$ cat src/rtl/swrm_pkg.sv
// Shared types and constants of the sliding-window rate meter.
package swrm_pkg;

    // Field widths.
    localparam int DATA_W  = 64;
    localparam int SCALE_W = 13;
    localparam int PROD_W  = DATA_W + SCALE_W;

    // Bits per byte times milliseconds per second.
    localparam logic [SCALE_W-1:0] SPEED_SCALE = 13'd8000;

    // Serial multiplier carry and column sum widths.
    localparam int CARRY_W = 3;
    localparam int SUM_W   = 4;

    // Lanes of the serial subtractors and of the rate datapath.
    localparam int SUB_LANES  = 3;
    localparam int RATE_LANES = 2;
    localparam int LANE_RX    = 0;
    localparam int LANE_TX    = 1;
    localparam int LANE_TIME  = 2;

    // Step counter and the last step of each phase.
    localparam int STEP_W = 7;
    localparam logic [STEP_W-1:0] SERIAL_LAST = 7'(PROD_W - 1);
    localparam logic [STEP_W-1:0] DIV_LAST    = 7'(DATA_W - 1);
    localparam logic [STEP_W-1:0] SUB_STEPS   = 7'(DATA_W);

    // Sequencer states.
    typedef enum logic [2:0] {
        ST_IDLE,
        ST_LOAD,
        ST_SERIAL,
        ST_SETUP,
        ST_DIV,
        ST_DONE
    } state_t;

    // One sample of the window.
    typedef struct packed {
        logic [DATA_W-1:0] time_ms;
        logic [DATA_W-1:0] tx;
        logic [DATA_W-1:0] rx;
    } sample_t;

    // Decoded controls of the sequencer.
    typedef struct packed {
        logic take_in;
        logic load_old;
        logic serial;
        logic setup;
        logic divide;
        logic load_out;
    } ctrl_t;

endpackage

$ cat src/rtl/sliding_window_rate_meter_top.sv
// Sliding-window rate meter: sample window, bit-serial differences and scaling, dividers.
//
//  Channel   Direction  Handshake                Contents (lowest bits first)
//  s_*       in         s_tvalid / s_tready      rx_bytes, tx_bytes, timestamp_ms
//  m_*       out        m_tvalid / m_tready      rx_bits_per_sec, tx_bits_per_sec, window_fill
//  cfg_*     in         cfg_valid / cfg_ready    start_time_ms
//
// An item passes through these steps from acceptance to the next acceptance: one memory read, 77 bit-serial
// steps of subtraction and scaling by 8000, a setup state, 64 steps of the two radix-2 dividers
// (rx and tx side by side) and the loading of the output register.
// Reset leaves the window holding the single zero sample at start time 0; a configuration write,
// taken only between items and ahead of a waiting input word, restarts the window the same way.
// A stalled output word holds in its register; the next item is accepted meanwhile and waits in
// its last state only if the previous word has still not been taken.
module sliding_window_rate_meter_top #(
    parameter int WINDOW_DEPTH = 4,
    localparam int FILL_W = $clog2(WINDOW_DEPTH + 1),
    localparam int OUT_W  = ((2 * swrm_pkg::DATA_W + FILL_W + 7) / 8) * 8
) (
    input  logic                             clk,
    input  logic                             rst_n,
    input  logic                             s_tvalid,
    output logic                             s_tready,
    // rx_bytes, tx_bytes, timestamp_ms
    input  logic [3*swrm_pkg::DATA_W-1:0]    s_tdata,
    output logic                             m_tvalid,
    input  logic                             m_tready,
    // rx_bits_per_sec, tx_bits_per_sec, window_fill, zero fill
    output logic [OUT_W-1:0]                 m_tdata,
    input  logic                             cfg_valid,
    output logic                             cfg_ready,
    // start_time_ms
    input  logic [swrm_pkg::DATA_W-1:0]      cfg_data
);

    localparam int PTR_W = $clog2(WINDOW_DEPTH);
    localparam logic [PTR_W-1:0]  PTR_LAST  = PTR_W'(WINDOW_DEPTH - 1);
    localparam logic [FILL_W-1:0] FILL_FULL = FILL_W'(WINDOW_DEPTH);
    localparam logic [FILL_W-1:0] FILL_ONE  = FILL_W'(1);
    localparam int DW = swrm_pkg::DATA_W;
    localparam int PW = swrm_pkg::PROD_W;
    localparam int KW = swrm_pkg::SCALE_W;

    swrm_pkg::state_t state_reg;
    swrm_pkg::state_t state_next;
    swrm_pkg::ctrl_t  ctrl;

    logic [swrm_pkg::STEP_W-1:0] step_reg;
    logic [DW-1:0]               start_time_reg;
    logic [PTR_W-1:0]            newest_reg;
    logic [PTR_W-1:0]            newest_next;
    logic [PTR_W-1:0]            oldest_slot;
    logic [FILL_W-1:0]           fill_reg;
    logic [FILL_W-1:0]           fill_next;
    logic                        init_live_reg;
    logic                        use_init_reg;
    logic                        m_tvalid_reg;
    logic                        s_accept;

    swrm_pkg::sample_t mem [WINDOW_DEPTH];
    swrm_pkg::sample_t rd_reg;
    swrm_pkg::sample_t in_sample;
    swrm_pkg::sample_t old_sample;

    // Serial subtractor lanes: rx, tx, time.
    logic [DW-1:0] a_reg      [swrm_pkg::SUB_LANES];
    logic [DW-1:0] b_reg      [swrm_pkg::SUB_LANES];
    logic          borrow_reg [swrm_pkg::SUB_LANES];
    logic          borrow_next[swrm_pkg::SUB_LANES];
    logic          dbit       [swrm_pkg::SUB_LANES];
    logic          sub_active;
    logic [DW-1:0] span_reg;

    // Rate lanes: rx, tx.
    logic [KW-1:0]                 win_reg   [swrm_pkg::RATE_LANES];
    logic [KW-1:0]                 win_new   [swrm_pkg::RATE_LANES];
    logic [swrm_pkg::CARRY_W-1:0]  carry_reg [swrm_pkg::RATE_LANES];
    logic [swrm_pkg::SUM_W-1:0]    col_sum   [swrm_pkg::RATE_LANES];
    logic [PW-1:0]                 prod_reg  [swrm_pkg::RATE_LANES];
    logic [DW-1:0]                 rem_reg   [swrm_pkg::RATE_LANES];
    logic [DW-1:0]                 quo_reg   [swrm_pkg::RATE_LANES];
    logic [DW:0]                   rem_ext   [swrm_pkg::RATE_LANES];
    logic [DW:0]                   rem_sub   [swrm_pkg::RATE_LANES];
    logic                          rem_ge    [swrm_pkg::RATE_LANES];
    logic                          sat_reg   [swrm_pkg::RATE_LANES];
    logic                          zero_span_reg;
    logic [DW-1:0]                 out_rate_reg [swrm_pkg::RATE_LANES];
    logic [FILL_W-1:0]             out_fill_reg;

    assign in_sample = swrm_pkg::sample_t'(s_tdata);

    // Window pointers for the item being accepted.
    always_comb
    begin
        newest_next = (newest_reg == PTR_LAST) ? '0 : newest_reg + 1'b1;
        fill_next   = (fill_reg == FILL_FULL) ? fill_reg : fill_reg + 1'b1;
        if (fill_next == FILL_FULL)
        begin
            oldest_slot = (newest_next == PTR_LAST) ? '0 : newest_next + 1'b1;
        end
        else
        begin
            oldest_slot = '0;
        end
    end

    // Next state.
    always_comb
    begin
        state_next = state_reg;
        case (state_reg)
            swrm_pkg::ST_IDLE:
            begin
                if (s_accept)
                begin
                    state_next = swrm_pkg::ST_LOAD;
                end
            end
            swrm_pkg::ST_LOAD:
            begin
                state_next = swrm_pkg::ST_SERIAL;
            end
            swrm_pkg::ST_SERIAL:
            begin
                if (step_reg == swrm_pkg::SERIAL_LAST)
                begin
                    state_next = swrm_pkg::ST_SETUP;
                end
            end
            swrm_pkg::ST_SETUP:
            begin
                state_next = swrm_pkg::ST_DIV;
            end
            swrm_pkg::ST_DIV:
            begin
                if (step_reg == swrm_pkg::DIV_LAST)
                begin
                    state_next = swrm_pkg::ST_DONE;
                end
            end
            swrm_pkg::ST_DONE:
            begin
                if (!m_tvalid_reg || m_tready)
                begin
                    state_next = swrm_pkg::ST_IDLE;
                end
            end
            default:
            begin
                state_next = swrm_pkg::ST_IDLE;
            end
        endcase
    end

    // Decoded controls.
    always_comb
    begin
        ctrl = '0;
        case (state_reg)
            swrm_pkg::ST_IDLE:   ctrl.take_in  = 1'b1;
            swrm_pkg::ST_LOAD:   ctrl.load_old = 1'b1;
            swrm_pkg::ST_SERIAL: ctrl.serial   = 1'b1;
            swrm_pkg::ST_SETUP:  ctrl.setup    = 1'b1;
            swrm_pkg::ST_DIV:    ctrl.divide   = 1'b1;
            swrm_pkg::ST_DONE:   ctrl.load_out = !m_tvalid_reg || m_tready;
            default:             ctrl = '0;
        endcase
    end

    // A configuration write is taken only between items and goes ahead of a waiting input word.
    assign s_tready  = ctrl.take_in && !cfg_valid;
    assign cfg_ready = ctrl.take_in;
    assign s_accept  = s_tvalid && s_tready;
    assign m_tvalid  = m_tvalid_reg;

    // Sequencer, window bookkeeping and configuration register.
    always_ff @(posedge clk or negedge rst_n)
    begin
        if (!rst_n)
        begin
            state_reg      <= swrm_pkg::ST_IDLE;
            step_reg       <= '0;
            start_time_reg <= '0;
            newest_reg     <= '0;
            fill_reg       <= FILL_ONE;
            init_live_reg  <= 1'b1;
            use_init_reg   <= 1'b0;
            m_tvalid_reg   <= 1'b0;
        end
        else
        begin
            state_reg <= state_next;
            step_reg  <= (state_next != state_reg) ? '0 : step_reg + 1'b1;
            if (cfg_valid && cfg_ready)
            begin
                start_time_reg <= cfg_data;
                newest_reg     <= '0;
                fill_reg       <= FILL_ONE;
                init_live_reg  <= 1'b1;
            end
            else if (s_accept)
            begin
                newest_reg   <= newest_next;
                fill_reg     <= fill_next;
                use_init_reg <= (oldest_slot == '0) && init_live_reg;
                if (newest_next == '0)
                begin
                    init_live_reg <= 1'b0;
                end
            end
            if (ctrl.load_out)
            begin
                m_tvalid_reg <= 1'b1;
            end
            else if (m_tready)
            begin
                m_tvalid_reg <= 1'b0;
            end
        end
    end

    // Sample memory: the new sample is written while the oldest one is read.
    always_ff @(posedge clk)
    begin
        if (s_accept)
        begin
            mem[newest_next] <= in_sample;
            rd_reg           <= mem[oldest_slot];
        end
    end

    // The initial zero sample lives outside the memory.
    always_comb
    begin
        if (use_init_reg)
        begin
            old_sample         = '0;
            old_sample.time_ms = start_time_reg;
        end
        else
        begin
            old_sample = rd_reg;
        end
    end

    // Bit-serial subtraction, least significant bit first.
    assign sub_active = step_reg < swrm_pkg::SUB_STEPS;

    always_comb
    begin
        for (int l = 0; l < swrm_pkg::SUB_LANES; l++)
        begin
            dbit[l]        = sub_active & (a_reg[l][0] ^ b_reg[l][0] ^ borrow_reg[l]);
            borrow_next[l] = (~a_reg[l][0] & b_reg[l][0])
                           | (~(a_reg[l][0] ^ b_reg[l][0]) & borrow_reg[l]);
        end
    end

    // Serial multiply by the speed scale: column sum of the recent difference bits.
    always_comb
    begin
        for (int l = 0; l < swrm_pkg::RATE_LANES; l++)
        begin
            win_new[l] = {win_reg[l][KW-2:0], dbit[l]};
            col_sum[l] = swrm_pkg::SUM_W'(carry_reg[l]);
            for (int j = 0; j < KW; j++)
            begin
                if (swrm_pkg::SPEED_SCALE[j])
                begin
                    col_sum[l] = col_sum[l] + swrm_pkg::SUM_W'(win_new[l][j]);
                end
            end
        end
    end

    // Restoring divider step: shift in the next dividend bit, subtract the span if it fits.
    always_comb
    begin
        for (int l = 0; l < swrm_pkg::RATE_LANES; l++)
        begin
            rem_ext[l] = {rem_reg[l], quo_reg[l][DW-1]};
            rem_sub[l] = rem_ext[l] - {1'b0, span_reg};
            rem_ge[l]  = rem_ext[l] >= {1'b0, span_reg};
        end
    end

    // Datapath registers.
    always_ff @(posedge clk)
    begin
        if (s_accept)
        begin
            a_reg[swrm_pkg::LANE_RX]   <= in_sample.rx;
            a_reg[swrm_pkg::LANE_TX]   <= in_sample.tx;
            a_reg[swrm_pkg::LANE_TIME] <= in_sample.time_ms;
        end
        if (ctrl.load_old)
        begin
            b_reg[swrm_pkg::LANE_RX]   <= old_sample.rx;
            b_reg[swrm_pkg::LANE_TX]   <= old_sample.tx;
            b_reg[swrm_pkg::LANE_TIME] <= old_sample.time_ms;
            for (int l = 0; l < swrm_pkg::SUB_LANES; l++)
            begin
                borrow_reg[l] <= 1'b0;
            end
            for (int l = 0; l < swrm_pkg::RATE_LANES; l++)
            begin
                win_reg[l]   <= '0;
                carry_reg[l] <= '0;
            end
        end
        if (ctrl.serial)
        begin
            if (sub_active)
            begin
                for (int l = 0; l < swrm_pkg::SUB_LANES; l++)
                begin
                    a_reg[l]      <= {1'b0, a_reg[l][DW-1:1]};
                    b_reg[l]      <= {1'b0, b_reg[l][DW-1:1]};
                    borrow_reg[l] <= borrow_next[l];
                end
                span_reg <= {dbit[swrm_pkg::LANE_TIME], span_reg[DW-1:1]};
            end
            for (int l = 0; l < swrm_pkg::RATE_LANES; l++)
            begin
                win_reg[l]   <= win_new[l];
                carry_reg[l] <= col_sum[l][swrm_pkg::SUM_W-1:1];
                prod_reg[l]  <= {col_sum[l][0], prod_reg[l][PW-1:1]};
            end
        end
        if (ctrl.setup)
        begin
            zero_span_reg <= span_reg == '0;
            for (int l = 0; l < swrm_pkg::RATE_LANES; l++)
            begin
                rem_reg[l] <= DW'(prod_reg[l][PW-1:DW]);
                quo_reg[l] <= prod_reg[l][DW-1:0];
                sat_reg[l] <= (span_reg[DW-1:KW] == '0)
                           && (prod_reg[l][PW-1:DW] >= span_reg[KW-1:0]);
            end
        end
        if (ctrl.divide)
        begin
            for (int l = 0; l < swrm_pkg::RATE_LANES; l++)
            begin
                rem_reg[l] <= rem_ge[l] ? rem_sub[l][DW-1:0] : rem_ext[l][DW-1:0];
                quo_reg[l] <= {quo_reg[l][DW-2:0], rem_ge[l]};
            end
        end
        if (ctrl.load_out)
        begin
            for (int l = 0; l < swrm_pkg::RATE_LANES; l++)
            begin
                if (zero_span_reg)
                begin
                    out_rate_reg[l] <= '0;
                end
                else if (sat_reg[l])
                begin
                    out_rate_reg[l] <= '1;
                end
                else
                begin
                    out_rate_reg[l] <= quo_reg[l];
                end
            end
            out_fill_reg <= fill_reg;
        end
    end

    // Output word packing.
    always_comb
    begin
        m_tdata                        = '0;
        m_tdata[DW-1:0]                = out_rate_reg[swrm_pkg::LANE_RX];
        m_tdata[2*DW-1:DW]             = out_rate_reg[swrm_pkg::LANE_TX];
        m_tdata[2*DW +: FILL_W]        = out_fill_reg;
    end

endmodule

$ cat config.mk
export PLATFORM = sky130hd
export DESIGN_NAME = sliding_window_rate_meter_top
export DESIGN_NICKNAME = d
export VERILOG_FILES = /design/src/rtl/swrm_pkg.sv /design/src/rtl/sliding_window_rate_meter_top.sv
export SDC_FILE = /design/constraint.sdc
export NUM_CORES = 2
export LEC_CHECK = 0
export BUFFER_PORTS_ARGS = -buffer_cell sky130_fd_sc_hd__buf_2
export CELL_PAD_IN_SITES_DETAIL_PLACEMENT = 1
export CELL_PAD_IN_SITES_GLOBAL_PLACEMENT = 2
export CORE_MARGIN = 4
export CORE_UTILIZATION = 47
export CTS_CLUSTER_SIZE = 28
export DETAILED_ROUTE_END_ITERATION = 16
export GPL_TIMING_DRIVEN = 0
export PLACE_DENSITY = 0.88
export SLEW_MARGIN = 0
export SYNTH_ARGS = -nofsm -noshare
export SYNTH_HDL_FRONTEND = slang
export SYNTH_SLANG_ARGS = --single-unit
$ cat constraint.sdc
create_clock -name clk -period 27.6 [get_ports clk]
set_input_delay 2.76 -clock clk [delete_from_list [all_inputs] [get_ports clk]]
set_output_delay 2.76 -clock clk [all_outputs]
set_load 0.01 [all_outputs]
==> flow_summary.ini <==
[power_and_ir_drop]
p_int_mw = 7.35
pwr-share-clk_pct = 25.9
irDropWorstVdd_mv = 0.0680
p_seq_share_pct = 43.0
power.switching_mw = 3.93
power_leakage_nw = 37.4
swShare_pct = 34.9
p_per_area_nw_per_um2 = 111
p_comb_share_pct = 31.1

[timing]
hold_violations = 0
fin_crit_sh_pct = 24.8
max_freq_mhz = 146
fin_skew_ps = 60.0
tns_ps = 0
setup_viol = 0
min_period_ps = 6850
rsz0062_at_grt = false
slew_viol_final = 0
slew_headroom_pct = 4.44
setup_ws_ps = 20750
tightest_slew_ps = 1430

[yosys]
synth_warnings = 0
syn-cell-area_um2 = 88300
synth_seq_cells = 2067
synthTopCellsByCount = 1985 x edfxtp_1, 1799 x nand2_1, 304 x clkbuf_1
synth_edf_count = 1985
synth_top_area_cell = edfxtp_1
synth.area.top_cells = edfxtp_1 68%, nand2_1 7.6%, ha_1 2.4%, dfrtp_1 2.3%, a211oi_1 1.9%
yosysTopAreaCellShare_pct = 67.5
ys_seq_area_share_pct = 69.8
synth_cell_type_count = 87
yosysMostFrequentCell = edfxtp_1
syn-instance-count = 6874
synth.avg_cell_area_um2 = 12.8
ys.flop_type = edfxtp_1
synthArstFlopShare_pct = 3.97

[min_path]
hold_path.class = reg2reg
worstHoldPathCells = 0
min_from = prod_reg[0][81]

[critical_path]
worstPathRequired_ps = 24840
cp_max_fo = 6
critPathLaunch = cfg_valid
rr_worst_depth = 12
r2r_start = state_reg[1]
cp_slowest_cell = nor4_1
path_common_cell = buf_2
cp_cell_sequence = buf_2, nor4_1, buf_2
setup.worst_path.end_class = output pin
path_class = in2out
slowest_delay_ps = 880
worstSetupStartpointType = input pin
worstPathArrival_ps = 4090

[drt]
routed_wl_um = 251000
post_drt_wl_per_cell_um = 24.5
via_count = 57500
drc_errors = 0
drtIter0Drc = 4267
antenna_left = 0
first_pass_iters = 5
vias_per_cell = 5.61

[layout]
largest_reg_flops = 768
multi_input_area_um2 = 24500
syn2layout_area_growth_pct = 15.1
top_register = mem
design_area_um2 = 102000
nets = 7966
fill_cells = 18700
drive_above_1_share_pct = 12.0
register_area_um2 = 61700

[floorplanning]
rows = 158
die_area_um2 = 195000
io-pin-count = 400
start_util_pct = 47.5
die_w_um = 441
die_h_um = 441
core_area_um2 = 186000

[global_routing]
grt_pass1_vias = 61500
grt_pass1_wl_um = 376000
gr-total-overflow = 0
antenna_found_initial = 95
grt_max_degree = 66
grt_use_total_pct = 25.4

[cts]
path_clk_slew_ps = 60
post_cts_buffers = 0
cts_resized = 0
cts_tree = built
ctsHoldBuffers = 0
clk_latency_ps = 870
clockBufferDepth = 3
cts.sinks = 2067
root_buffer = clkbuf_16
cts_made_buffers = 212
h-tree-depth = 4

[placement]
placed_cell_area_um2 = 94400
dp_hpwl_um = 176000
gp_congestion = 0.870
port_buffers = 394
pre_cts_slack_ps = 20320

[outcome]
status = finished clean

[job]
drv_cap = 0
[per-stage QoR]
stage | utilization [%] | instances | power [mW] | hold slack (ps)
after CTS | 54.5 | 10200 | 11.3 | 446
after detailed placement | 50.7 | 9790 | 8.39 | 435
after floorplan | - | 6878 | 7.23 | 426
final | 54.6 | 10200 | 11.3 | 446
after global routing | 54.6 | 10200 | 11.9 | 461
after global placement | 50.2 | 9752 | 8.38 | 431
[power by group through the flow]
stage | clock [mW] | sequential, mW | combinational, mW
floorplan | 0 | 4.94 | 2.29
global placement | 0 | 5.15 | 3.24
detailed placement | 0 | 4.90 | 3.49
CTS | 2.96 | 4.85 | 3.53
global route | 3.11 | 4.91 | 3.88
finish | 2.92 | 4.85 | 3.51
[cells in the final DEF, fill, tap and decap left out, types with 132 or more instances in the layout]
| master | Yosys | final |
|---|---|---|
| buf_2 | 45 | 437 |
| o21a_1 | 147 | 147 |
| and2_1 | 219 | 219 |
| edfxtp_1 | 1985 | 1985 |
| a21oi_1 | 169 | 169 |
| a211oi_1 | 229 | 229 |
| a31oi_1 | 221 | 221 |
| nor2_1 | 212 | 210 |
| nand2_1 | 1799 | 1799 |
| o21ai_0 | 280 | 280 |
| clkbuf_16 | 0 | 212 |
| inv_1 | 132 | 132 |
| ha_1 | 168 | 168 |
| mux2i_1 | 145 | 145 |
| clkbuf_1 | 304 | 347 |
[final timing paths]
| path | to | slack (ps) |
|---|---|---|
| setup reg to reg | b_reg[0][187] | 22220 |
| max in group asynchronous | fill_reg[0] | 24930 |
| hold reg to reg | prod_reg[0][80] | 450 |
| min in group asynchronous | start_time_reg[30] | 1900 |
| hold / removal | prod_reg[0][80] | 450 |
| setup / recovery | s_tready | 20750 |
[cell type report]
class / instances / area share (%)
diodes: 57 / 0.140
inverters: 133 / 0.491
flip-flops and latches: 2067 / 60.7
plain buffers: 397 / 1.73
clock buffers: 270 / 5.55
multi-input cells: 4281 / 24.1
well taps: 2480 / 3.05
repair buffers: 432 / 2.86
clock inverters: 128 / 1.41
[critical path: cells and delay by family]
family / cells / cell delay, ps
simple gates: 1 / 880
buf+inv: 2 / 450
[cells by family (layout without fill, tap and decap cells)]
family / count (synthesis) / after routing / synth area share (%)
simple gates: 2490 / 2490 / 11.9
flops: 2067 / 2067 / 69.8
compound gates: 1268 / 1268 / 9.31
buf+inv: 530 / 1360 / 2.54
mux: 211 / 211 / 2.49
fa+ha+maj: 181 / 181 / 2.68
xor+xnor: 126 / 126 / 1.25
other cells: 1 / 62 / 0.00425
[routing by layer]
layer	global-route usage (%)	wire (um)	share of wire, %	vias up
met5	0	176	0.070	-
met4	11.0	11100	4.4	22
met3	4.04	12500	5.0	494
met2	46.0	131000	52	1548
met1	30.0	96100	38	29100
li1	-	-	-	26300
No activity file was read; power rests on OpenSTA's default activity.
